**src/hdl/bdq_pkg.sv**
```systemverilog
// Shared types, request and status codes for the bounded deque unit.
package bdq_pkg;

  localparam int REQ_W  = 4;
  localparam int VAL_W  = 32;
  localparam int STAT_W = 2;

  localparam logic [REQ_W-1:0] REQ_PUSH_FRONT = 4'd0;
  localparam logic [REQ_W-1:0] REQ_PUSH_BACK  = 4'd1;
  localparam logic [REQ_W-1:0] REQ_POP_FRONT  = 4'd2;
  localparam logic [REQ_W-1:0] REQ_POP_BACK   = 4'd3;
  localparam logic [REQ_W-1:0] REQ_CLEAR      = 4'd4;
  localparam logic [REQ_W-1:0] REQ_DELETE     = 4'd5;
  localparam logic [REQ_W-1:0] REQ_LIST_ALL   = 4'd6;
  localparam logic [REQ_W-1:0] REQ_LIST_FIRST = 4'd7;
  localparam logic [REQ_W-1:0] REQ_LIST_LAST  = 4'd8;

  localparam logic [STAT_W-1:0] STAT_OK        = 2'd0;
  localparam logic [STAT_W-1:0] STAT_EMPTY     = 2'd1;
  localparam logic [STAT_W-1:0] STAT_FULL      = 2'd2;
  localparam logic [STAT_W-1:0] STAT_NOT_FOUND = 2'd3;

  typedef struct packed {
    logic [REQ_W-1:0]        req_type;
    logic signed [VAL_W-1:0] operand_value;
  } in_item_t;

  typedef struct packed {
    logic signed [VAL_W-1:0] item_value;
    logic [STAT_W-1:0]       status;
    logic                    last_flag;
  } out_item_t;

  // Commands from the sequencer to the datapath.
  typedef struct packed {
    logic latch;        // capture the accepted request
    logic update;       // push, pop or clear
    logic scan_init;    // start a delete scan
    logic scan_step;    // step the delete scan
    logic scan_finish;  // close the delete
    logic list_init;    // set up a listing window
    logic rd_issue;     // read one listed entry
    logic load_resp;    // load a status result
    logic load_item;    // load a listed entry
  } cmd_t;

  // Status from the datapath to the sequencer.
  typedef struct packed {
    logic [REQ_W-1:0] req;
    logic             slot_free;
    logic             list_empty;
    logic             scan_done;
    logic             list_last;
  } sts_t;

endpackage

```
**src/hdl/bdq_ctrl.sv**
```systemverilog
// Request sequencer of the bounded deque unit.
module bdq_ctrl
  import bdq_pkg::*;
(
  input  logic clk,
  input  logic rst_n,
  input  logic in_valid,
  output logic in_ready,
  input  sts_t sts,
  output cmd_t cmd
);

  localparam logic [2:0] S_IDLE  = 3'd0;
  localparam logic [2:0] S_EXEC  = 3'd1;
  localparam logic [2:0] S_RESP  = 3'd2;
  localparam logic [2:0] S_LRD   = 3'd3;
  localparam logic [2:0] S_LEMIT = 3'd4;
  localparam logic [2:0] S_SCAN  = 3'd5;

  logic [2:0] state_r;
  logic [2:0] state_nxt;

  always_comb begin
    cmd       = '0;
    state_nxt = state_r;
    in_ready  = (state_r == S_IDLE);
    unique case (state_r)
      S_IDLE: begin
        if (in_valid) begin
          cmd.latch = 1'b1;
          state_nxt = S_EXEC;
        end
      end
      S_EXEC: begin
        unique case (sts.req) inside
          REQ_PUSH_FRONT, REQ_PUSH_BACK, REQ_POP_FRONT, REQ_POP_BACK, REQ_CLEAR: begin
            cmd.update = 1'b1;
            state_nxt  = S_RESP;
          end
          REQ_DELETE: begin
            cmd.scan_init = 1'b1;
            state_nxt     = S_SCAN;
          end
          REQ_LIST_ALL, REQ_LIST_FIRST, REQ_LIST_LAST: begin
            cmd.list_init = 1'b1;
            state_nxt     = sts.list_empty ? S_RESP : S_LRD;
          end
          default: begin
            state_nxt = S_IDLE;
          end
        endcase
      end
      S_RESP: begin
        if (sts.slot_free) begin
          cmd.load_resp = 1'b1;
          state_nxt     = S_IDLE;
        end
      end
      S_LRD: begin
        cmd.rd_issue = 1'b1;
        state_nxt    = S_LEMIT;
      end
      S_LEMIT: begin
        if (sts.slot_free) begin
          cmd.load_item = 1'b1;
          state_nxt     = sts.list_last ? S_IDLE : S_LRD;
        end
      end
      S_SCAN: begin
        if (sts.scan_done) begin
          cmd.scan_finish = 1'b1;
          state_nxt       = S_RESP;
        end else begin
          cmd.scan_step = 1'b1;
        end
      end
      default: begin
        state_nxt = S_IDLE;
      end
    endcase
  end

  always_ff @(posedge clk) begin
    if (!rst_n) begin
      state_r <= S_IDLE;
    end else begin
      state_r <= state_nxt;
    end
  end

endmodule

```
**src/hdl/bdq_dpath.sv**
```systemverilog
// Datapath of the bounded deque unit: circular entry memory, pointers, output register.
module bdq_dpath
  import bdq_pkg::*;
#(
  parameter int DEPTH      = 16,
  parameter int DATA_WIDTH = 32
) (
  input  logic      clk,
  input  logic      rst_n,
  input  in_item_t  in_data,
  input  cmd_t      cmd,
  output sts_t      sts,
  output logic      out_valid,
  input  logic      out_ready,
  output out_item_t out_data
);

  localparam int AW = (DEPTH > 1) ? $clog2(DEPTH) : 1;
  localparam int CW = $clog2(DEPTH + 1);

  logic signed [DATA_WIDTH-1:0] mem [DEPTH];

  logic [AW-1:0]                head_r, head_nxt;
  logic [CW-1:0]                count_r, count_nxt;
  logic                         found_r, found_nxt;
  logic                         rd_vld_r, rd_vld_nxt;
  logic                         out_valid_r, out_valid_nxt;
  logic [STAT_W-1:0]            resp_r, resp_nxt;
  logic [REQ_W-1:0]             req_r;
  logic signed [VAL_W-1:0]      op_r;
  logic [CW-1:0]                ptr_r, lim_r, rd_idx_r;
  logic signed [DATA_WIDTH-1:0] rd_data_r;
  out_item_t                    out_data_r;

  logic signed [DATA_WIDTH-1:0] key;
  logic [AW-1:0]                head_dec, head_inc, rd_addr, mem_waddr;
  logic                         mem_we, rd_en, scan_issue, full, empty, slot_free;
  logic signed [DATA_WIDTH-1:0] mem_wdata;
  logic [CW-1:0]                sat_k, list_k, list_start;

  // Logical position to memory address; the sum stays below twice the depth.
  function automatic logic [AW-1:0] phys(input logic [AW-1:0] head, input logic [CW-1:0] idx);
    logic [CW:0] s;
    s = (CW+1)'(head) + (CW+1)'(idx);
    if (s >= (CW+1)'(DEPTH)) s = s - (CW+1)'(DEPTH);
    return s[AW-1:0];
  endfunction

  assign key        = DATA_WIDTH'(op_r);
  assign full       = (count_r == CW'(DEPTH));
  assign empty      = (count_r == '0);
  assign slot_free  = !out_valid_r || out_ready;
  assign head_dec   = (head_r == '0) ? AW'(DEPTH - 1) : head_r - 1'b1;
  assign head_inc   = (head_r == AW'(DEPTH - 1)) ? '0 : head_r + 1'b1;
  assign scan_issue = cmd.scan_step && (ptr_r != lim_r);
  assign rd_en      = cmd.rd_issue || scan_issue;
  assign rd_addr    = phys(head_r, ptr_r);

  // Listing window: saturate k, clip to the fill level.
  always_comb begin
    if (op_r[VAL_W-1]) begin
      sat_k = '0;
    end else if ($unsigned(op_r) > 32'(DEPTH)) begin
      sat_k = CW'(DEPTH);
    end else begin
      sat_k = op_r[CW-1:0];
    end
    if (req_r == REQ_LIST_ALL || sat_k > count_r) begin
      list_k = count_r;
    end else begin
      list_k = sat_k;
    end
    list_start = (req_r == REQ_LIST_LAST) ? count_r - list_k : '0;
  end

  // Memory write port.
  always_comb begin
    mem_we    = 1'b0;
    mem_waddr = head_dec;
    mem_wdata = key;
    if (cmd.update && !full) begin
      if (req_r == REQ_PUSH_FRONT) begin
        mem_we = 1'b1;
      end else if (req_r == REQ_PUSH_BACK) begin
        mem_we    = 1'b1;
        mem_waddr = phys(head_r, count_r);
      end
    end
    // Close up behind the match: move each later entry one place forward.
    if (cmd.scan_step && rd_vld_r && found_r) begin
      mem_we    = 1'b1;
      mem_waddr = phys(head_r, rd_idx_r - 1'b1);
      mem_wdata = rd_data_r;
    end
  end

  always_comb begin
    head_nxt      = head_r;
    count_nxt     = count_r;
    found_nxt     = found_r;
    rd_vld_nxt    = rd_vld_r;
    resp_nxt      = resp_r;
    out_valid_nxt = out_valid_r;
    if (out_ready) out_valid_nxt = 1'b0;
    if (cmd.load_resp || cmd.load_item) out_valid_nxt = 1'b1;
    if (cmd.update) begin
      resp_nxt = STAT_OK;
      unique case (req_r)
        REQ_PUSH_FRONT: begin
          if (full) begin
            resp_nxt = STAT_FULL;
          end else begin
            head_nxt  = head_dec;
            count_nxt = count_r + 1'b1;
          end
        end
        REQ_PUSH_BACK: begin
          if (full) begin
            resp_nxt = STAT_FULL;
          end else begin
            count_nxt = count_r + 1'b1;
          end
        end
        REQ_POP_FRONT: begin
          if (empty) begin
            resp_nxt = STAT_EMPTY;
          end else begin
            head_nxt  = head_inc;
            count_nxt = count_r - 1'b1;
          end
        end
        REQ_POP_BACK: begin
          if (empty) begin
            resp_nxt = STAT_EMPTY;
          end else begin
            count_nxt = count_r - 1'b1;
          end
        end
        default: begin
          count_nxt = '0;
        end
      endcase
    end
    if (cmd.scan_init) begin
      found_nxt  = 1'b0;
      rd_vld_nxt = 1'b0;
    end
    if (cmd.scan_step) begin
      rd_vld_nxt = scan_issue;
      if (rd_vld_r && !found_r && rd_data_r == key) found_nxt = 1'b1;
    end
    if (cmd.scan_finish) begin
      if (found_r) begin
        count_nxt = count_r - 1'b1;
        resp_nxt  = STAT_OK;
      end else begin
        resp_nxt = STAT_NOT_FOUND;
      end
    end
    if (cmd.list_init && list_k == '0) resp_nxt = STAT_EMPTY;
  end

  always_ff @(posedge clk) begin
    if (!rst_n) begin
      head_r      <= '0;
      count_r     <= '0;
      found_r     <= 1'b0;
      rd_vld_r    <= 1'b0;
      out_valid_r <= 1'b0;
    end else begin
      head_r      <= head_nxt;
      count_r     <= count_nxt;
      found_r     <= found_nxt;
      rd_vld_r    <= rd_vld_nxt;
      out_valid_r <= out_valid_nxt;
    end
  end

  always_ff @(posedge clk) begin
    resp_r <= resp_nxt;
    if (cmd.latch) begin
      req_r <= in_data.req_type;
      op_r  <= in_data.operand_value;
    end
    if (cmd.scan_init) begin
      ptr_r <= '0;
      lim_r <= count_r;
    end
    if (cmd.list_init) begin
      ptr_r <= list_start;
      lim_r <= list_start + list_k;
    end
    if (rd_en) begin
      ptr_r    <= ptr_r + 1'b1;
      rd_idx_r <= ptr_r;
    end
    if (cmd.load_resp) begin
      out_data_r.item_value <= '0;
      out_data_r.status     <= resp_r;
      out_data_r.last_flag  <= 1'b1;
    end
    if (cmd.load_item) begin
      out_data_r.item_value <= VAL_W'(rd_data_r);
      out_data_r.status     <= STAT_OK;
      out_data_r.last_flag  <= (ptr_r == lim_r);
    end
  end

  always_ff @(posedge clk) begin
    if (mem_we) mem[mem_waddr] <= mem_wdata;
    if (rd_en) rd_data_r <= mem[rd_addr];
  end

  assign sts.req        = req_r;
  assign sts.slot_free  = slot_free;
  assign sts.list_empty = (list_k == '0);
  assign sts.scan_done  = (ptr_r == lim_r) && !rd_vld_r;
  assign sts.list_last  = (ptr_r == lim_r);

  assign out_valid = out_valid_r;
  assign out_data  = out_data_r;

endmodule

```
**src/hdl/bounded_deque_with_value_delete_unit.sv**
```systemverilog
// Top level of the bounded deque unit with delete by value.
//
//   channel | ports                        | carries
//   --------+------------------------------+-------------------------------------
//   input   | in_valid, in_ready, in_data  | one request: req_type, operand_value
//   output  | out_valid, out_ready, out_data | item_value, status, last_flag
//
// One request at a time. Push, pop and clear pass from accept through an execute state
// and a response state, then back to idle; the result is loaded in the response state.
// Listing k entries: each entry is one read of the entry memory and one load of the
// output register; an empty listing loads a status result only. Delete makes one pass
// that reads every entry through the memory read port and closes up behind the match.
// Reset (rst_n low, synchronous) empties the store; memory contents are not cleared.
// A stalled output holds its transaction in the output register; the sequencer waits.
module bounded_deque_with_value_delete_unit
  import bdq_pkg::*;
#(
  parameter int DEPTH      = 16,
  parameter int DATA_WIDTH = 32
) (
  input  logic      clk,
  input  logic      rst_n,
  input  logic      in_valid,
  output logic      in_ready,
  input  in_item_t  in_data,
  output logic      out_valid,
  input  logic      out_ready,
  output out_item_t out_data
);

  cmd_t cmd;
  sts_t sts;

  // Sequencer: accept, dispatch by request, pace the result transactions.
  bdq_ctrl u_ctrl (
    .clk      (clk),
    .rst_n    (rst_n),
    .in_valid (in_valid),
    .in_ready (in_ready),
    .sts      (sts),
    .cmd      (cmd)
  );

  // Datapath: circular entry memory with head pointer and fill count.
  bdq_dpath #(
    .DEPTH      (DEPTH),
    .DATA_WIDTH (DATA_WIDTH)
  ) u_dpath (
    .clk       (clk),
    .rst_n     (rst_n),
    .in_data   (in_data),
    .cmd       (cmd),
    .sts       (sts),
    .out_valid (out_valid),
    .out_ready (out_ready),
    .out_data  (out_data)
  );

endmodule

```
**config.mk**
```make
export PLATFORM = sky130hd
export DESIGN_NAME = bounded_deque_with_value_delete_unit
export DESIGN_NICKNAME = d
export VERILOG_FILES = /design/src/hdl/bdq_pkg.sv /design/src/hdl/bdq_ctrl.sv /design/src/hdl/bdq_dpath.sv /design/src/hdl/bounded_deque_with_value_delete_unit.sv
export SDC_FILE = /design/constraint.sdc
export NUM_CORES = 1
export LEC_CHECK = 0
export ABC_AREA = 1
export BUFFER_PORTS_ARGS = -buffer_cell sky130_fd_sc_hd__buf_4
export CORE_AREA = 4 4 308 310
export CTS_CLUSTER_SIZE = 24
export DETAILED_ROUTE_END_ITERATION = 8
export DIE_AREA = 0 0 312 314
export SLEW_MARGIN = 25
export SYNTH_ARGS = -nofsm -noshare
export SYNTH_HDL_FRONTEND = slang
export SYNTH_SLANG_ARGS = --single-unit
export TNS_END_PERCENT = 5
```
**constraint.sdc**
```tcl
create_clock -name clk -period 7.15 [get_ports clk]
set_input_delay 1.7875 -clock clk [delete_from_list [all_inputs] [get_ports clk]]
set_output_delay 1.7875 -clock clk [all_outputs]
set_load 0.01 [all_outputs]
```
==> impl_metrics.tcl, run 1 <==
set metrics [dict create \
    synth-seq-cells 646 \
    whs_path_depth 2 \
    rsz0062_at_grt "false" \
    post-dp-hpwl_um 41200 \
    port_buffers 76 \
    hp-class "flip-flop to flip-flop" \
    fin_crit_ps 4750 \
    cp-end-kind "flip-flop" \
    post_drt_wl_per_cell_um 20.4 \
    place_ws_ps 2500 \
    hold_start "u_dpath.found_r$_SDFF_PN0_" \
    syn_to_final_growth_pct 15.9 \
    yosys.area.top_type "edfxtp_1" \
    relSlewSlack_pct 29.4 \
    drc 0 \
    cts_resized 0 \
    min_period_over_period_pct 66.4 \
    slowest_stage "edfxtp_1" \
    synth_area_um2 27500 \
    clock.fmax_ghz 0.211 \
    place_area_um2 29800 \
    cts_max_level 3 \
    via_per_inst 4.96 \
    fin_util_pct 34.8 \
    pin_count 77 \
    clockBufferDepth 3 \
    gr-total-overflow 0 \
    synthTopCellsByArea "edfxtp_1 (68%), mux2i_1 (4.7%), o21ai_0 (4.5%)" \
    whs_endpoint "u_dpath.found_r$_SDFF_PN0_" \
    fin_ws_ps 2400 \
    cp_common_cell "nand2_1" \
    timing.rr.end "u_dpath.lim_r[4]$_DFFE_PP_" \
    layout-drive-gt1-share_pct 11.8 \
    postRouteWirelength_um 71500 \
    core-area_um2 91700 \
    worstReg2RegStart "u_dpath.key[21]$_DFFE_PP_" \
    setup_viol 0 \
    synth_edf_count 627 \
    skew_ps 40.4 \
    worst_pin_slew_ps 1050 \
    cts-root-buf "clkbuf_16" \
    whs_ps 491 \
    ant_nets 0 \
    start_util_pct 30.0 \
    syn_avg_cell_area_um2 12.6 \
    cts_setup_buffers 0 \
    crit_arrival_ps 5100 \
    synth-async-reset-ratio_pct 0 \
    crit_path_max_incr_delay_ps 440 \
    ir_worst_vdd_mv 0.162 \
    tns_ps 0 \
    pwr_density_cell_nw_per_um2 260 \
    antenna_found_initial 4 \
    ys.flop_type "edfxtp_1" \
    num_rows 111 \
    regArea_um2 19200 \
    synth.distinct_cells 50 \
    cts_tree "built" \
    fin_area_um2 31900 \
    die_y_um 314 \
    track_usage_pct 14.2 \
    postSynthCellCount 2175 \
    die-width_um 312 \
    hold_buffers 0 \
    clk_latency_ps 620 \
    nNetsFinal 2337 \
    drt_iter0_drc 1873 \
    vias 17395 \
    dieArea_um2 98000 \
    drv_slew 0 \
    firstDrtPassIters 5 \
    seq_area_frac_synth_pct 69.9 \
    crit_path_start_kind "flip-flop" \
    clk_pin_slew_ps 60 \
    critPathMaxFanout 10 \
    max-cap-violations 0 \
    multiInputGateArea_um2 7140 \
    worst_r2r_path_depth 27 \
    yosysWarnings 0 \
    grt_pass1_vias 16409 \
    synth_top_area_share_pct 68.5 \
    hold_viol 0 \
    fill_cells 8901 \
    status "completed" \
    path_class "flip-flop to flip-flop" \
    synth_fp_nets 2245 \
    synthTopCellsByCount "edfxtp_1 (627), inv_1 (255), o21ai_0 (247)" \
    gp_congestion 0.833 \
    cts_buffers 66 \
    grt_pass1_wl_um 105000 \
    p_leak_uw 0.0114 \
    cp_data_required_time_ps 7500 \
    rrSetupSlack_ps 2400 \
    cts_sinks 646 \
    grt_max_degree 147 \
    yosysMostFrequentCell "edfxtp_1" \
]
-- layout make-up --
class	instances	area share (%)
flip-flops and latches	646	60.3
diodes	1	0.00785
clock inverters	35	0.981
well taps	1186	4.66
repair buffers	127	3.14
inverters	260	3.08
clock buffers	83	5.45
multi-input cells	1166	22.4
-- registers in the layout, summed over array words and instances, names as in the netlist --
register,count
u_dpath.out_valid,1
u_dpath.out_data,35
u_dpath.rd_idx_r,4
u_dpath.count_r,5
u_dpath.resp_r,2
u_dpath.rd_data_r,32
u_ctrl.state_r,3
u_dpath.ptr_r,5
u_dpath.head_r,4
u_dpath.key,32
u_dpath.lim_r,5
u_dpath.found_r,1
u_dpath.mem,512
u_dpath.rd_vld_r,1
u_dpath.req_r,4
-- worst max-delay path, delay by kind of cell, from the launching register on --
family	cells	cell delay, ps
flops	1	440
fa+ha+maj	3	960
buf+inv	1	80
simple gates	17	2030
compound gates	6	980
-- power by group --
part / internal (uW) / leakage [uW] / switching [uW] / total [uW]
Clock: 1850 / 0.000995 / 1460 / 3300
Combinational: 226 / 0.00453 / 486 / 712
Sequential: 4240 / 0.00582 / 35.9 / 4280
-- cell families after synthesis --
kind of cell / Yosys count / share of synthesized area (%)
buf+inv: 363 / 5.02
simple gates: 391 / 6.00
flops: 646 / 69.9
fa+ha+maj: 30 / 1.50
mux: 128 / 4.66
compound gates: 575 / 11.6
xor+xnor: 42 / 1.34
-- metrics by stage --
stage | total power [uW] | cells
floorplan | 4800 | 2175
global placement | 5060 | 3384
detailed placement | 5070 | 3385
CTS | 8360 | 3503
global route | 8610 | 3503
finish | 8300 | 3504
-- cells in the final DEF, fill, tap and decap left out, drive strengths merged, types with 5 or more instances in the layout --
master  synthesis  final
fa              5      5
edfxtp        627    627
nor3           11     11
buf            27    127
nand2         194    194
nor2          137    137
inv           257    261
nand3          31     31
ha             25     25
dfxtp          19     19
o22ai          11     11
xnor2          11     11
a31oi          35     35
xor2           31     31
a21oi         185    185
o211ai         67     67
o21ai         254    254
clkinv          3     31
clkbuf         76     83
a211oi          6      6
mux2i         128    128
nand4           9      9
-- how the worst max path moves through the flow --
stage | from | endpoint | slack, ps | cells past startpoint
final | u_dpath.key[21]$_DFFE_PP_ | u_dpath.lim_r[4]$_DFFE_PP_ | 2400 | 27
after detailed placement | u_dpath.key[31]$_DFFE_PP_ | u_dpath.lim_r[4]$_DFFE_PP_ | 2500 | 28
after global placement | u_dpath.key[31]$_DFFE_PP_ | u_dpath.lim_r[4]$_DFFE_PP_ | 2560 | 28
after CTS | u_dpath.key[21]$_DFFE_PP_ | u_dpath.lim_r[4]$_DFFE_PP_ | 2470 | 28
after global routing | u_dpath.key[31]$_DFFE_PP_ | u_dpath.lim_r[4]$_DFFE_PP_ | 2030 | 29
after floorplan | u_dpath.key[12]$_DFFE_PP_ | u_dpath.lim_r[4]$_DFFE_PP_ | 3180 | 28
-- per-layer routing --
metal	vias to the layer above	global-route usage, %	part of all wire (%)
li1	8027	-	-
met1	8598	20.8	46
met2	666	21.1	43
met3	104	3.48	9.1
met4	0	3.79	2.2
met5	-	0	0
No activity file was read; power rests on OpenSTA's default activity.
==> inputs of run 2 (changes only) <==
--- a/config.mk
+++ b/config.mk
@@ -5,12 +5,12 @@
 export SDC_FILE = /design/constraint.sdc
 export NUM_CORES = 1
 export LEC_CHECK = 0
-export ABC_AREA = 1
+export ABC_AREA = 0
 export BUFFER_PORTS_ARGS = -buffer_cell sky130_fd_sc_hd__buf_4
-export CORE_AREA = 4 4 308 310
+export CORE_AREA = 4 4 304 306
 export CTS_CLUSTER_SIZE = 24
 export DETAILED_ROUTE_END_ITERATION = 8
-export DIE_AREA = 0 0 312 314
+export DIE_AREA = 0 0 308 310
 export SLEW_MARGIN = 25
 export SYNTH_ARGS = -nofsm -noshare
 export SYNTH_HDL_FRONTEND = slang
==> constraint.sdc (replaced) <==
create_clock -name clk -period 4.2 [get_ports clk]
set_input_delay 1.05 -clock clk [delete_from_list [all_inputs] [get_ports clk]]
set_output_delay 1.05 -clock clk [all_outputs]
set_load 0.01 [all_outputs]
==> impl_metrics.tcl, run 2 <==
set metrics [dict create \
    die-width_um 308 \
    drt_iter0_drc 1489 \
    synth_top_family_by_area "multiplexers" \
    crit_path_start_kind "flip-flop" \
    cp_data_required_time_ps 4530 \
    yosysWarnings 0 \
    vias 15047 \
    track_usage_pct 14.9 \
    port_buffers 76 \
    dp.cells 2824 \
    gp_congestion 0.859 \
    drc 0 \
    num_rows 110 \
    setup_viol 8 \
    final_cell_mix "edfxtp_1 (627), buf_4 (196), mux4_2 (128)" \
    clk_pin_slew_ps 60 \
    cts_max_level 3 \
    via_per_inst 5.09 \
    hp-class "flip-flop to flip-flop" \
    grt_pass1_wl_um 104000 \
    firstDrtPassIters 5 \
    cts_buffers 68 \
    clockBufferDepth 3 \
    fin_cells 2959 \
    critPathMaxFanout 5 \
    fin_crit_ps 5200 \
    pin_count 77 \
    yosys.area_share.simple_pct 6.11 \
    fin_ws_ps -1000 \
    final_common_cell "edfxtp_1" \
    synthTopCellsByCount "edfxtp_1 (627), mux4_2 (128), nand2_1 (120)" \
    antenna_found_initial 4 \
    synth-async-reset-ratio_pct 0 \
    hold_buffers 0 \
    synth.distinct_cells 70 \
    synth_edf_count 627 \
    cts-root-buf "clkbuf_16" \
    core-area_um2 89600 \
    syn_avg_cell_area_um2 17.8 \
    status "finished, violations left" \
    syn_to_final_growth_pct 21.2 \
    place_ws_ps -1090 \
    hold_viol 0 \
    gr-total-overflow 0 \
    path_class "flip-flop to flip-flop" \
    worst_pin_slew_ps 1070 \
    ir_worst_vdd_mv 0.297 \
    postSynthCellCount 1508 \
    yosys.area.top_type "edfxtp_1" \
    min_period_over_period_pct 124 \
    ant_nets 0 \
    synthTopCellsByArea "edfxtp_1 (70%), mux4_2 (11%), nand2_1 (1.7%)" \
    start_util_pct 29.9 \
    clk_latency_ps 620 \
    post-dp-hpwl_um 42700 \
    yosysMostFrequentCell "edfxtp_1" \
    pwr_density_cell_nw_per_um2 564 \
    clock.fmax_ghz 0.192 \
    relSlewSlack_pct 28.7 \
    rsz0062_at_grt "true" \
    ys.flop_type "edfxtp_1" \
    regMostFlops "u_dpath.mem" \
    nNetsFinal 1797 \
    synth-seq-cells 646 \
    synth_fp_nets 1578 \
    synth_top_area_share_pct 70.3 \
    cp-end-kind "flip-flop" \
    die_y_um 310 \
    postRouteWirelength_um 71600 \
    synth_area_um2 26800 \
    whs_ps 510 \
    cts_sinks 646 \
    seq_area_frac_synth_pct 71.8 \
    muxShareOfSynthArea_pct 12.4 \
    synth_compound_area_share_pct 4.66 \
    skew_ps 38.7 \
    post_drt_wl_per_cell_um 24.2 \
    cts_tree "built" \
    p_leak_uw 0.0108 \
    crit_arrival_ps 5530 \
    drv_slew 0 \
    synthXorXnorAreaFrac_pct 2.19 \
    dieArea_um2 95500 \
    grt_max_degree 65 \
    layout-drive-gt1-share_pct 30.5 \
    grt_pass1_vias 15145 \
    violations "setup timing" \
    max-cap-violations 0 \
    largest_reg_flops 512 \
    synth_fa_ha_area_share_pct 1.58 \
]
## run 2: cell families (layout without fill, tap and decap cells)
logic type	count (synthesis)	count (layout)
buffers and inverters	93	367
adders and majority gates	31	31
AOI/OAI and AO/OA	181	181
and+or+nand+nor	324	324
DFF	646	646
other	0	1
xor gates and xnor gates	67	67
muxes	166	166
## run 2: what timing repair did
action | CTS | global route
buffers inserted | 8 | 1
resized for setup | 12 | 1
pin swaps | 10 | 6
setup endpoints to repair | 8 | 9
## run 2: critical path: stages (launching register included)
cell and delay (ps):
edfxtp_1 410, nor4_2 310, nand2_2 160, nor3_4 240, and2_4 190, ha_4 210, a21boi_1 130, a221o_1 310
maj3_2 320, o2111a_1 160, o22ai_2 160, nand2_2 110, o21a_1 210, ha_1 290, a21oi_2 140, o21ai_1 90
a21oi_2 140, xor2_1 200, nor2_1 70, ha_1 320, o21ai_1 80, a21oi_2 170, o32ai_1 110, or3_1 370
## run 2: final timing paths
| kind | from | end | slack, ps | depth (start not counted) |
|---|---|---|---|---|
| worst max-delay path | u_dpath.key[22]$_DFFE_PP_ | u_dpath.lim_r[4]$_DFFE_PP_ | -1000 | 23 |
| worst min-delay path | u_dpath.out_data[1]$_SDFFE_PP0P_ | u_dpath.out_data[1]$_SDFFE_PP0P_ | 510 | 1 |
| worst max register to register | u_dpath.key[22]$_DFFE_PP_ | u_dpath.lim_r[4]$_DFFE_PP_ | -1000 | 23 |
| worst min register to register | u_dpath.out_data[1]$_SDFFE_PP0P_ | u_dpath.out_data[1]$_SDFFE_PP0P_ | 510 | 1 |
## run 2: metrics by stage
stage	TNS, ps	power, uW	utilization (%)	cell area (um2)
2_1_floorplan	-2750	10600	-	26800
3_3_place_gp	-2930	12300	33.6	30100
3_5_place_dp	-4080	12400	33.6	30100
4_1_cts	-3510	18400	36.2	32400
5_1_grt	-5440	19100	36.2	32400
6_report	-3570	18300	36.2	32400
## run 2: final cells by class
cell class | count | area (um2)
clock inverter | 48 | 492
antenna | 1 | 2.50
tap | 1176 | 1470
timing repair buffer | 219 | 1930
sequential | 646 | 19200
multi-input combinational | 769 | 7510
fill | 8226 | 57200
clock buffer | 77 | 1750
inverter | 23 | 86.3
## run 2: per-layer routing
layer | global-route usage (%) | vias up | wire, um
li1 | - | 6472 | -
met3 | 3.21 | 100 | 5440
met2 | 23.5 | 594 | 33200
met5 | 0 | - | 13
met4 | 3.26 | 2 | 1300
met1 | 21.2 | 7879 | 31600
## run 2: report_power, final
part | switching, uW | internal [uW]
sequential | 277 | 7850
combinational | 2420 | 1720
clock | 2560 | 3460
==> inputs of run 3 (changes only) <==
==> constraint.sdc (replaced) <==
create_clock -name clk -period 5.6 [get_ports clk]
set_input_delay 1.4 -clock clk [delete_from_list [all_inputs] [get_ports clk]]
set_output_delay 1.4 -clock clk [all_outputs]
set_load 0.01 [all_outputs]
==> impl_metrics.tcl, run 3 (synthesized netlist as in run 2, its figures left out) <==
set metrics [dict create \
    status "completed" \
    cts_tree "built" \
    antenna_found_initial 4 \
    dieArea_um2 95500 \
    worstReg2RegStart "u_dpath.key[13]$_DFFE_PP_" \
    start_util_pct 29.9 \
    critPathMaxFanout 6 \
    pin_count 77 \
    regMostFlops "u_dpath.mem" \
    nNetsFinal 1710 \
    final_common_cell "edfxtp_1" \
    p_leak_uw 0.0103 \
    postRouteWirelength_um 69100 \
    clk_pin_slew_ps 60 \
    track_usage_pct 14.4 \
    core-area_um2 89600 \
    die-width_um 308 \
    fin_ws_ps 154 \
    firstDrtPassIters 5 \
    fin_area_um2 31600 \
    clock.fmax_ghz 0.184 \
    dp.cells 2739 \
    cts_buffers 68 \
    hold_viol 0 \
    ant_nets 0 \
    fin_crit_ps 5450 \
    cts-root-buf "clkbuf_16" \
    fin_cells 2865 \
    vias 14614 \
    skew_ps 32.9 \
    via_per_inst 5.10 \
    layout-drive-gt1-share_pct 26.5 \
    crit_arrival_ps 5770 \
    drt_iter0_drc 1583 \
    drv_slew 0 \
    setup_viol 0 \
    num_rows 110 \
    grt_pass1_wl_um 101000 \
    post_drt_wl_per_cell_um 24.1 \
    port_buffers 76 \
    cts_sinks 646 \
    whs_endpoint "u_dpath.out_data[1]$_SDFFE_PP0P_" \
    fill_cells 8312 \
    hold_start "u_dpath.out_data[1]$_SDFFE_PP0P_" \
    clockBufferDepth 3 \
    ir_worst_vdd_mv 0.205 \
    relSlewSlack_pct 30.5 \
    rrSetupSlack_ps 150 \
    place_area_um2 29200 \
    path_class "flip-flop to flip-flop" \
    grt_pass1_vias 14555 \
    cts_max_level 3 \
    max-cap-violations 0 \
    timing.rr.end "u_dpath.lim_r[4]$_DFFE_PP_" \
    syn_to_final_growth_pct 18.2 \
    min_period_over_period_pct 97.3 \
    gr-total-overflow 0 \
    grt_max_degree 65 \
    tns_ps 0 \
    largest_reg_flops 512 \
    crit_path_start_kind "flip-flop" \
    whs_path_depth 1 \
    clk_latency_ps 610 \
    worst_r2r_path_depth 23 \
    hp-class "flip-flop to flip-flop" \
    place_ws_ps -184 \
    pwr_density_cell_nw_per_um2 426 \
    cp_data_required_time_ps 5930 \
    drc 0 \
    post-dp-hpwl_um 40300 \
    final_cell_mix "edfxtp_1 (627), mux4_2 (128), buf_4 (120)" \
    gp_congestion 0.832 \
    die_y_um 310 \
    worst_pin_slew_ps 1040 \
    hold_buffers 0 \
    cp-end-kind "flip-flop" \
]
run 3: timing repair:
item,4_1_cts,5_1_grt
pin swaps,1,15
buffers inserted,0,7
setup endpoints to repair,1,1
hold endpoints to repair,0,0
resized for setup,9,18
run 3: worst max-delay path by stage:
stage,startpoint,endpoint,slack (ps),depth (start not counted)
2_1_floorplan,u_dpath.key[31]$_DFFE_PP_,u_dpath.lim_r[4]$_DFFE_PP_,200,23
3_3_place_gp,u_dpath.key[16]$_DFFE_PP_,u_dpath.lim_r[4]$_DFFE_PP_,30,24
5_1_grt,u_dpath.key[13]$_DFFE_PP_,u_dpath.lim_r[4]$_DFFE_PP_,-40,23
4_1_cts,u_dpath.key[16]$_DFFE_PP_,u_dpath.lim_r[4]$_DFFE_PP_,4,24
6_report,u_dpath.key[13]$_DFFE_PP_,u_dpath.lim_r[4]$_DFFE_PP_,150,23
3_5_place_dp,u_dpath.key[18]$_DFFE_PP_,u_dpath.lim_r[4]$_DFFE_PP_,-180,24
run 3: layer usage:
metal	vias up	wire length [um]	GRT usage (%)
met1	7694	30500	20.8
met5	-	8	0
met4	2	1410	3.47
met3	97	5140	3.12
met2	523	32000	22.4
li1	6298	-	-
run 3: worst max-delay path, stage by stage, from the launching register on:
cell and delay, ps:
edfxtp_1 440, nor4_4 410, nand3_2 180, nor3_4 210, and2_4 190, ha_4 220
a21boi_0 140, a221o_1 380, maj3_2 320, o2111a_2 180, o22ai_4 140, nand2_4 90
o21a_1 210, ha_1 300, a21oi_2 170, o21ai_1 100, a21oi_2 150, xor2_1 230
nor2_1 70, ha_1 310, o21ai_1 80, a21oi_2 160, o32ai_1 90, or3_1 400
run 3: metrics by stage:
stage / hold slack [ps] / total power [uW] / utilization, %
after floorplan: 468 / 7960 / -
after global placement: 489 / 9000 / 32.6
after detailed placement: 524 / 9050 / 32.6
after CTS: 537 / 13500 / 35.2
after global routing: 563 / 14000 / 35.3
final: 530 / 13500 / 35.3
run 3: area by class of cell:
cell class,instances,area [um2],share of cell area (%)
Multi-Input combinational cell,769,7520,23.8
Timing Repair Buffer,132,1140,3.61
Clock buffer,84,1810,5.73
Sequential cell,646,19200,60.7
Tap cell,1176,1470,4.65
Clock inverter,34,393,1.24
Antenna cell,1,2.50,0.00791
Inverter,23,86.3,0.273
run 3: power by group:
group          leakage (uW)  internal (uW)  total, uW  switching (uW)
Combinational       0.00340           1130       2860            1720
Sequential          0.00582           5890       6150             262
Clock               0.00106           2600       4460            1860
